**config.mk**
```make
export PLATFORM = sky130hd
export DESIGN_NAME = breakpoint_envelope_table
export DESIGN_NICKNAME = d
export VERILOG_FILES = /design/src/rtl/bet_pkg.sv /design/src/rtl/bet_div.sv /design/src/rtl/breakpoint_envelope_table.sv
export SDC_FILE = /design/constraint.sdc
export NUM_CORES = 2
export LEC_CHECK = 0
export BUFFER_PORTS_ARGS = -buffer_cell sky130_fd_sc_hd__buf_2
export CAP_MARGIN = 20
export CELL_PAD_IN_SITES_DETAIL_PLACEMENT = 1
export CELL_PAD_IN_SITES_GLOBAL_PLACEMENT = 2
export CORE_ASPECT_RATIO = 1.25
export CORE_MARGIN = 3
export CORE_UTILIZATION = 28
export CTS_BUF_LIST = sky130_fd_sc_hd__clkbuf_4
export DETAILED_ROUTE_END_ITERATION = 7
export HOLD_SLACK_MARGIN = 0.12
export PLACE_DENSITY_LB_ADDON = 0.1
export REMOVE_ABC_BUFFERS = 1
export SYNTH_ARGS = -nofsm -noshare
export SYNTH_HDL_FRONTEND = slang
export SYNTH_SLANG_ARGS = --single-unit
```
**constraint.sdc**
```tcl
create_clock -name clk -period 12.7 [get_ports clk]
set_input_delay 2.54 -clock clk [delete_from_list [all_inputs] [get_ports clk]]
set_output_delay 2.54 -clock clk [all_outputs]
set_load 0.005 [all_outputs]
```
**src/rtl/bet_pkg.sv**
```systemverilog
package bet_pkg;

  localparam int MaxPoints = 16;
  localparam int IdxW = $clog2(MaxPoints);
  localparam int CntW = $clog2(MaxPoints + 1);

  localparam logic [1:0] CmdClear  = 2'd0;
  localparam logic [1:0] CmdInsert = 2'd1;
  localparam logic [1:0] CmdQuery  = 2'd2;

  localparam logic CfgUpper = 1'b0;
  localparam logic CfgBins  = 1'b1;

  typedef struct packed {
    logic [1:0]         cmd;
    logic [15:0]        point_freq;
    logic signed [15:0] point_mag;
    logic [11:0]        bin_index;
  } in_item_t;

  typedef struct packed {
    logic signed [15:0] magnitude;
    logic               covered;
    logic               table_full;
    logic [4:0]         point_count;
  } out_item_t;

  typedef struct packed {
    logic        start;
    logic [47:0] dividend;
    logic [31:0] divisor;
  } div_req_t;

endpackage

```
**src/rtl/bet_div.sv**
```systemverilog
module bet_div (
  input  logic              clk,
  input  logic              rst,
  input  bet_pkg::div_req_t req,
  output logic              done,
  output logic [47:0]       quot
);
  import bet_pkg::*;

  logic [47:0] q;
  logic [32:0] rem;
  logic [5:0]  cnt;
  logic        busy;
  logic [32:0] trial;

  assign trial = {rem[31:0], q[47]} - {1'b0, req.divisor};

  always_ff @(posedge clk) begin
    if (rst) begin
      busy <= 1'b0;
      done <= 1'b0;
      cnt  <= '0;
    end else begin
      done <= 1'b0;
      if (req.start) begin
        busy <= 1'b1;
        q    <= req.dividend;
        rem  <= '0;
        cnt  <= 6'd47;
      end else if (busy) begin
        if (!trial[32]) begin
          rem <= trial;
          q   <= {q[46:0], 1'b1};
        end else begin
          rem <= {rem[31:0], q[47]};
          q   <= {q[46:0], 1'b0};
        end
        if (cnt == 6'd0) begin
          busy <= 1'b0;
          done <= 1'b1;
        end
        cnt <= cnt - 6'd1;
      end
    end
  end

  assign quot = q;
endmodule

```
**src/rtl/breakpoint_envelope_table.sv**
```systemverilog
// Breakpoint envelope table: a frequency-sorted list of up to MaxPoints
// control points, queried one bin at a time for a piecewise-linear value.
// Input channel (in_valid/in_stall, in_data) carries clear, insert and query
// commands; each accepted command returns exactly one result on the output
// channel (out_valid/out_stall, out_data). One command is worked at a time.
// Insert walks the table once to find the slot and then shifts entries
// one by one through the point memory, a read and a write each. A query
// walks every segment, two memory reads per point, and runs two 48-step
// serial divisions per segment for the bin bounds plus one for the
// interpolation where the segment covers the bin.
// Configuration (cfg_we, cfg_index, cfg_data) must be written only while
// idle; the block itself does not enforce this.
// Reset (rst, synchronous) empties the table and loads upper_freq 5500 and
// bin_count 1024; memory contents stay undefined until written.
// When the receiver stalls, the result holds in the output register and the
// block takes no new command until it is transferred.
module breakpoint_envelope_table (
  input  logic                 clk,
  input  logic                 rst,
  input  logic                 in_valid,
  output logic                 in_stall,
  input  bet_pkg::in_item_t    in_data,
  output logic                 out_valid,
  input  logic                 out_stall,
  output bet_pkg::out_item_t   out_data,
  input  logic                 cfg_we,
  input  logic                 cfg_index,
  input  logic [15:0]          cfg_data
);
  import bet_pkg::*;

  typedef enum logic [3:0] {
    S_IDLE, S_FIND_RD, S_FIND, S_SHIFT_RD, S_SHIFT_WR, S_PUT,
    S_Q_RD, S_Q_LO, S_Q_LOW, S_Q_HI, S_Q_HIW, S_Q_INT, S_Q_INTW, S_OUT
  } state_t;

  logic [31:0] mem [MaxPoints];
  logic [31:0] rd_data;
  logic [IdxW-1:0] rd_addr;

  state_t state;
  in_item_t cur;
  logic [15:0] upper_freq;
  logic [12:0] bin_count;
  logic [CntW-1:0] count;
  logic [CntW-1:0] pos;
  logic [CntW-1:0] k;
  logic [15:0] fb;
  logic signed [15:0] ma, mb;
  logic [47:0] lo, hi;
  logic signed [15:0] val;
  logic hit;

  div_req_t dreq;
  logic ddone;
  logic [47:0] dq;

  logic [15:0] up;
  logic signed [17:0] dm;
  logic [12:0] boff;
  logic [31:0] span;
  logic signed [31:0] num;
  logic [31:0] num_abs;
  logic [47:0] qs;
  logic signed [16:0] vsum;

  bet_div u_div (.clk(clk), .rst(rst), .req(dreq), .done(ddone), .quot(dq));

  assign up = (upper_freq == 16'd0) ? 16'd1 : upper_freq;
  assign dm = 18'(mb) - 18'(ma);
  assign boff = 13'(cur.bin_index) - lo[12:0];
  assign span = 32'(hi - lo);
  assign num = 32'(dm) * $signed({19'd0, boff});
  assign num_abs = num[31] ? 32'(-num) : 32'(num);
  assign qs = num[31] ? 48'(-dq) : dq;
  assign vsum = 17'(ma) + 17'($signed(qs[16:0]));

  always_ff @(posedge clk) begin
    rd_data <= mem[rd_addr];
  end

  assign in_stall = (state != S_IDLE) || out_valid;

  always_ff @(posedge clk) begin
    if (rst) begin
      state      <= S_IDLE;
      count      <= '0;
      out_valid  <= 1'b0;
      upper_freq <= 16'd5500;
      bin_count  <= 13'd1024;
      dreq       <= '0;
    end else begin
      dreq.start <= 1'b0;
      if (out_valid && !out_stall) out_valid <= 1'b0;
      if (cfg_we) begin
        if (cfg_index == CfgUpper) upper_freq <= cfg_data;
        else bin_count <= cfg_data[12:0];
      end
      unique case (state)
        S_IDLE: begin
          if (in_valid && !in_stall) begin
            cur <= in_data;
            out_data <= '0;
            hit <= 1'b0;
            val <= '0;
            pos <= '0;
            k   <= '0;
            rd_addr <= '0;
            unique case (in_data.cmd)
              CmdClear: begin
                count <= '0;
                state <= S_OUT;
              end
              CmdInsert: begin
                if (count == CntW'(MaxPoints)) begin
                  out_data.table_full <= 1'b1;
                  state <= S_OUT;
                end else state <= S_FIND_RD;
              end
              CmdQuery: begin
                if ({1'b0, in_data.bin_index} >= bin_count || count == '0)
                  state <= S_OUT;
                else state <= S_Q_RD;
              end
              default: state <= S_OUT;
            endcase
          end
        end
        S_FIND_RD: begin
          if (pos == count) state <= S_PUT;
          else state <= S_FIND;
        end
        S_FIND: begin
          if (cur.point_freq > rd_data[31:16]) begin
            pos <= pos + 1'b1;
            rd_addr <= IdxW'(pos + 1'b1);
            state <= S_FIND_RD;
          end else begin
            k <= count;
            rd_addr <= IdxW'(count - 1'b1);
            state <= S_SHIFT_RD;
          end
        end
        S_SHIFT_RD: begin
          if (k == pos) state <= S_PUT;
          else state <= S_SHIFT_WR;
        end
        S_SHIFT_WR: begin
          mem[IdxW'(k)] <= rd_data;
          k <= k - 1'b1;
          rd_addr <= IdxW'(k - 2'd2);
          state <= S_SHIFT_RD;
        end
        S_PUT: begin
          mem[IdxW'(pos)] <= {cur.point_freq, cur.point_mag};
          count <= count + 1'b1;
          out_data.point_count <= 5'(count + 1'b1);
          state <= S_OUT;
        end
        S_Q_RD: begin
          rd_addr <= IdxW'(k + 1'b1);
          state <= S_Q_LO;
        end
        S_Q_LO: begin
          ma <= rd_data[15:0];
          dreq.start <= 1'b1;
          dreq.dividend <= 48'(32'(rd_data[31:16]) * 32'(bin_count));
          dreq.divisor <= 32'(up);
          state <= S_Q_LOW;
        end
        S_Q_LOW: begin
          if (k + 1'b1 < count) begin
            fb <= rd_data[31:16];
            mb <= rd_data[15:0];
          end else begin
            fb <= up;
            mb <= '0;
          end
          if (ddone) begin
            lo <= dq;
            state <= S_Q_HI;
          end
        end
        S_Q_HI: begin
          dreq.start <= 1'b1;
          dreq.dividend <= 48'(32'(fb) * 32'(bin_count));
          dreq.divisor <= 32'(up);
          state <= S_Q_HIW;
        end
        S_Q_HIW: begin
          if (ddone) begin
            hi <= dq;
            state <= S_Q_INT;
          end
        end
        S_Q_INT: begin
          if (48'(cur.bin_index) >= lo && 48'(cur.bin_index) < hi) begin
            dreq.start <= 1'b1;
            dreq.dividend <= 48'(num_abs);
            dreq.divisor <= span;
            state <= S_Q_INTW;
          end else if (k + 1'b1 < count) begin
            k <= k + 1'b1;
            rd_addr <= IdxW'(k + 1'b1);
            state <= S_Q_RD;
          end else begin
            out_data.magnitude <= hit ? val : '0;
            out_data.covered <= hit;
            state <= S_OUT;
          end
        end
        S_Q_INTW: begin
          if (ddone) begin
            hit <= 1'b1;
            val <= vsum[15:0];
            if (k + 1'b1 < count) begin
              k <= k + 1'b1;
              rd_addr <= IdxW'(k + 1'b1);
              state <= S_Q_RD;
            end else begin
              out_data.magnitude <= vsum[15:0];
              out_data.covered <= 1'b1;
              state <= S_OUT;
            end
          end
        end
        S_OUT: begin
          if (cur.cmd != CmdInsert) out_data.point_count <= 5'(count);
          else if (out_data.table_full) out_data.point_count <= 5'(count);
          out_valid <= 1'b1;
          state <= S_IDLE;
        end
        default: state <= S_IDLE;
      endcase
    end
  end

`ifndef NO_ASSERTIONS
  a_count_max: assert property (@(posedge clk) disable iff (rst)
    count <= CntW'(MaxPoints))
    else $error("point count beyond table depth");
  a_busy_stall: assert property (@(posedge clk) disable iff (rst)
    (state != S_IDLE) |-> in_stall)
    else $error("input taken while busy");
  a_out_hold: assert property (@(posedge clk) disable iff (rst)
    (out_valid && out_stall) |=> (out_valid && $stable(out_data)))
    else $error("stalled result changed");
`endif
endmodule

```
* After elaboration in Yosys (flattened, before gate mapping)
Memory sizes are Yosys's and may differ from the RTL's. A register that Yosys moved wholly into a read port is not among the register bits.
Index checks and enable logic that the tools add are counted.
** Word-level totals
- Memories kept :: 1
- RAM bits :: 512
- Logic and storage cells :: 208
- Output and inout bits :: 25
- Bits in registers :: 452
** Cells by class
- Magnitude comparators :: 5
- $mul :: 3
- Mux-type cells :: 76
- Eq/ne operators :: 31
- Reduce and logical (&&, ||, !) cells :: 43
- Add/sub/neg operators :: 14
- Bitwise operators :: 3
** Memories
- mem :: depth 16, bits a word 32, read ports 1, clocked after memory_dff 1, wr ports 1, line breakpoint_envelope_table.sv:37 : logic [31:0] mem [MaxPoints];
** Operators with widths (number)
- $pmux W81 S3 :: 1
- $mux W32 :: 4
- $mux W16 :: 6
- $mux W48 :: 2
- $mux W81 :: 1
- $mux W17 :: 4
- $mul A16 B13 Y29 :: 2
- $mux W4 :: 14
- $pmux W4 S13 :: 1
- $pmux W17 S3 :: 1
- $mux W5 :: 10
- $ge A12 B48 Y1 :: 1
- $lt A12 B48 Y1 :: 1
- $sub A33 B32 Y33 :: 1
- $neg A31 Y32 :: 1
- $pmux W16 S2 :: 1
- $reduce_or A32 Y1 :: 1
- $sub A32 B32 Y32 :: 1
- $mul A17 B14 Y31 :: 1
- $pmux W5 S5 :: 1
- $eq A4 B4 Y1 const B :: 6
- $pmux W4 S6 :: 1
- $mux W23 :: 1
- $pmux W5 S2 :: 2
- other kinds (51) :: 110

* Depth between registers and ports, before layout
- Depth after elaboration :: 7
- Gate-level depth with buffers :: 53

* Modules after synthesis
Synthesis repeated with hierarchy kept, for this count alone.
** Unflattened totals
- Cell total of the unflattened synthesis :: 5682
- Area total of the unflattened synthesis :: 66114.7 µm²
** Modules (own cells, without submodules)
- breakpoint_envelope_table :: area an instance 60479.3 µm², cells each 5158, times used 1, seq. area each 25424.4 µm²
- bet_div :: area an instance 5635.4 µm², cells each 524, times used 1, seq. area each 2562.5 µm²

* Least setup slack after synthesis
No wires, ideal clock.
- Path type :: register to register
- Start point :: register ma[1]
- End point :: register out_data[20] (netlist name) (data pin)
- Path slack :: 1.187 ns
- Cell stages (with the launch flop) :: 51
- Data arrival time :: 11.259 ns
- Library setup time :: 0.254 ns
- Path buffers :: 2
- Path through :: edfxtp_1 -> inv_1 -> ha_1 -> nor2b_1 -> o21ai_0 -> a21boi_0 -> o21ai_0 -> a21boi_0 -> o21ai_0 -> a21oi_1 -> o41ai_1 -> o311ai_0 -> a21oi_1 -> xor2_1 -> nor2_1 -> fa_1 -> inv_1 -> fa_1 -> [15 not listed] -> nor3b_1 -> or2_2 -> buf_2 -> buf_2 -> a21o_1 -> ha_1 -> a21o_1 -> a21o_1 -> a21o_1 -> a221o_1 -> a211o_1 -> a21o_1 -> a21oi_1 -> o21bai_1 -> a21oi_1 -> xnor2_1 -> and2_1 -> a21o_1
** On the way
- Word-level cells in the longest chain between the ends :: 7
** Ends and longest elaborated chain
- start, declared :: line breakpoint_envelope_table.sv:49 : logic signed [15:0] ma, mb;
- start signal, assigned :: line breakpoint_envelope_table.sv:165 : ma <= rd_data[15:0];
- $sub A16 B16 Y17 :: line breakpoint_envelope_table.sv:70 : assign dm = 18'(mb) - 18'(ma);
- $mul A17 B14 Y31 :: line breakpoint_envelope_table.sv:73 : assign num = 32'(dm) * $signed({19'd0, boff});
- $mux W16 :: line breakpoint_envelope_table.sv:75 : assign qs = num[31] ? 48'(-dq) : dq;
- $add A16 B16 Y16 * :: line breakpoint_envelope_table.sv:76 : assign vsum = 17'(ma) + 17'($signed(qs[16:0]));
- $mux W17 * :: line breakpoint_envelope_table.sv:216 : if (k + 1'b1 < count) begin
- $mux W17 * :: line breakpoint_envelope_table.sv:213 : if (ddone) begin
- $pmux W17 S3 * :: line breakpoint_envelope_table.sv:99 : unique case (state)
- end, declared :: line breakpoint_envelope_table.sv:25 : output bet_pkg::out_item_t out_data,
Every way passes the cells marked *; elsewhere a longest branch is shown, timed or not. The select of a mux whose other input is x is not followed.
A chain may end at the register's enable or synchronous reset.

* Final worst setup path
- Start point :: register cur[2] (netlist name)
- End point :: register out_data[20] (netlist name) (data pin)
** On the way
- Word-level cells in the longest chain between the ends :: 7
** Ends and longest elaborated chain
- start, declared :: line breakpoint_envelope_table.sv:42 : in_item_t cur;
- start signal, assigned :: line breakpoint_envelope_table.sv:102 : cur <= in_data;
- $sub A12 B13 Y13 :: line breakpoint_envelope_table.sv:71 : assign boff = 13'(cur.bin_index) - lo[12:0];
- $mul A17 B14 Y31 :: line breakpoint_envelope_table.sv:73
- $mux W16 :: line breakpoint_envelope_table.sv:75
- $add A16 B16 Y16 :: line breakpoint_envelope_table.sv:76
- $mux W17 :: line breakpoint_envelope_table.sv:216
- $mux W17 :: line breakpoint_envelope_table.sv:213
- $pmux W17 S3 :: line breakpoint_envelope_table.sv:99
Every way passes these cells. The select of a mux whose other input is x is not followed.

==> metrics.cfg <==
[synthesis]
synth.distinct_cells=92
synth_edf_count=836
synth_top_area_share=0.383
ys.flop_type=edfxtp_1
yosys_warnings=0
yosys-top-cells-count=836 x edfxtp_1, 755 x inv_1, 635 x nand2_1
ys_seq_area_frac=0.427
synthTopCellsByArea=edfxtp_1 38%, fa_1 16%, ha_1 7.5%, mux4_2 5.5%, dfxtp_1 4.4%
synth_top_area_cell=edfxtp_1
async_flop_share=0
syn_area_per_cell_sq_um=11.7
ys_ff_latch=980
syn_inst=5630
synthesis.area_sq_um=65600
yosysMostFrequentCell=edfxtp_1

[timing]
rsz0062_at_grt=false
fin_worst_skew_ps=116
hold_viol_final=0
worst_pin_slew_ps=1110
finalCritPeriodShare=0.925
slew_violations=0
fmaxAchievable_mhz=85.1
slew_headroom=0.259
setup_viol=0
layout_min_cycle_time_ps=11750

[drt]
ant_nets=0
dr.pass1.iters=6
drc=0
vias_per_cell=4.78
wire_per_inst_um=25.3
vias=44100
routed_wl_mm=233
drt_iter0_drc=2095

[worst_setup_path]
end_kind=flip-flop
crit_top_cell=a21o_1
rr_worst_depth=47
crit_slowest_cell=a221oi_1
crit_path_max_incr_delay_ps=520
criticalPathCategory=reg2reg
ff2ff_setup_slack_ps=950
startpoint_type=flip-flop
r2r-end=out_data[20]$_DFFE_PP_
cp.arrival_ps=12630
crit_required_ps=13570
critPathMaxFanout=11
r2r-start=cur[2]$_DFFE_PP_

[finish]
area_growth_pct=12.9
final_util=0.318
drive_gt1_frac=0.160
fin_nets=6890
fillers=25700

[global_routing]
grt_max_degree=113
antenna_found_initial=26
grt_pass1_wl_mm=343
grt_pass1_vias=49300
grtUsageTotal=0.195
grt-ovfl-total=0

[floorplan]
ioPinCount=93
chipWidth_um=439
start_util=0.282
core_area_sq_um=233000
die_area_sq_um=240000
row_count=198
die_h_um=547

[clock_tree]
clockBufferDepth=4
cts_num_sinks=980
clk_pin_slew_ps=70
cts_tree=yes
cts_root_buffer=clkbuf_4
htree_num_levels=5
cts_buffers=283
clk_latency_ps=1160

[min_path]
whs_endpoint=lo[46]$_DFFE_PP_
hp-start=u_div.quot[46]$_SDFFCE_PP0P_
hp-class=reg2reg
hold_depth=0

[run_status]
outcome=complete, no violations

[placed_design]
port_buffers=92
gp_congestion=0.835
dp_hpwl_mm=171

[job]
cap_violations=0

[kinds of logic after synthesis]
family,Yosys count,synth area share
compound gates,749,0.0723
xor+xnor,243,0.0326
fa+ha+maj,918,0.235
buf+inv,987,0.0568
flops,980,0.427
mux,256,0.0708
simple gates,1497,0.106
[worst max-delay path by stage]
stage                          start                endpoint  slack [ps]  depth (start not counted)
finish              cur[2]$_DFFE_PP_  out_data[20]$_DFFE_PP_         950                         47
global route         ma[1]$_DFFE_PP_  out_data[21]$_DFFE_PP_           4                         53
CTS                  ma[1]$_DFFE_PP_  out_data[20]$_DFFE_PP_         100                         50
detailed placement   ma[1]$_DFFE_PP_  out_data[20]$_DFFE_PP_         -90                         47
global placement     ma[1]$_DFFE_PP_  out_data[21]$_DFFE_PP_         270                         47
floorplan            ma[1]$_DFFE_PP_  out_data[20]$_DFFE_PP_        1180                         49
[layout by cell type, fill, tap and decap left out, types with 17 or more instances in the layout]
| master | netlist | final |
|---|---|---|
| and3_1 | 19 | 19 |
| clkbuf_4 | 0 | 428 |
| o21ai_0 | 169 | 163 |
| buf_4 | 0 | 122 |
| nand2_1 | 635 | 634 |
| inv_1 | 755 | 755 |
| ha_1 | 392 | 392 |
| o22ai_1 | 31 | 31 |
| a21oi_1 | 221 | 218 |
| buf_2 | 11 | 91 |
| dfxtp_1 | 144 | 143 |
| nand3_1 | 52 | 52 |
| or2_2 | 26 | 26 |
| edfxtp_1 | 836 | 836 |
| mux2i_1 | 34 | 34 |
| a31oi_1 | 22 | 21 |
| xor2_1 | 112 | 107 |
| and2_1 | 132 | 132 |
| or3_1 | 22 | 22 |
| a211oi_1 | 18 | 17 |
| nor2_1 | 332 | 308 |
| clkinv_1 | 2 | 43 |
| nor3_1 | 48 | 47 |
| nor2b_1 | 67 | 66 |
| mux2_2 | 62 | 62 |
| xnor2_1 | 130 | 125 |
| nor4_1 | 29 | 29 |
| a21o_1 | 87 | 87 |
| mux4_2 | 160 | 160 |
| fa_1 | 526 | 526 |
| a22oi_1 | 20 | 20 |
| nand2b_1 | 67 | 67 |
| nor2_4 | 0 | 20 |
| o21a_1 | 30 | 30 |
[worst max-delay path: cells and delay by family (launching register included)]
kind                     cells  cell delay, ps
flip-flops                   1             500
AO/OA/AOI/OAI               22            5000
AND/OR/NAND/NOR              7            1150
XOR/XNOR                     2             330
buffers and inverters        7             770
adder cells (fa/ha/maj)      9            3710
[area by class of cell]
class                           count  area [sq um]  area share
Timing Repair Buffer              219          1490      0.0202
Clock buffer                      428          3210      0.0434
Sequential cell                   980         28000       0.378
Inverter                          757          2840      0.0384
Tap cell                         3100          3880      0.0524
Antenna cell                       12          30.0    0.000405
Multi-Input combinational cell   3663         34200       0.462
Clock inverter                     59           392     0.00529
[layer usage]
metal  routed length, um  vias up  global-route usage
li1                    -    19900                   -
met1               96900    23100               0.237
met2              124000      685               0.362
met3                6700      305              0.0239
met4                5660       14              0.0491
met5                 103        -                   0
[state kept, by name, indices dropped and copies added, names as in the netlist, 4 cells and up]
name	count
u_div.rem	32
val	16
hi	48
out_data	23
u_div.quot	48
cur	46
pos	5
ma	16
mem	512
bin_count	13
lo	48
rd_addr	4
state	4
dreq	65
upper_freq	16
mb	16
k	5
fb	16
count	5
u_div.cnt	6
rd_data	32
[repair_timing]
action | CTS | global route
resized for setup | 2 | 18
hold buffers | 0 | 0
pin swaps | 0 | 7
buffers inserted | 0 | 13
setup endpoints to repair | 5 | 15
[metrics by stage]
step / setup TNS, ps / setup slack [ps] / std cells / area [sq um] / hold slack (ps)
after global placement: 0 / 274 / 8704 / 70200 / 441
after global routing: 0 / 3.90 / 9208 / 74000 / 476
after detailed placement: -256 / -93.9 / 8706 / 70200 / 447
final: 0 / 948 / 9218 / 74100 / 439
after CTS: 0 / 103 / 9193 / 73800 / 450
after floorplan: 0 / 1180 / 5400 / 64700 / 416
Power is left out: the tool's default activity adds up to more than one toggle a clock period on the data nets, which glitch-free logic cannot reach.
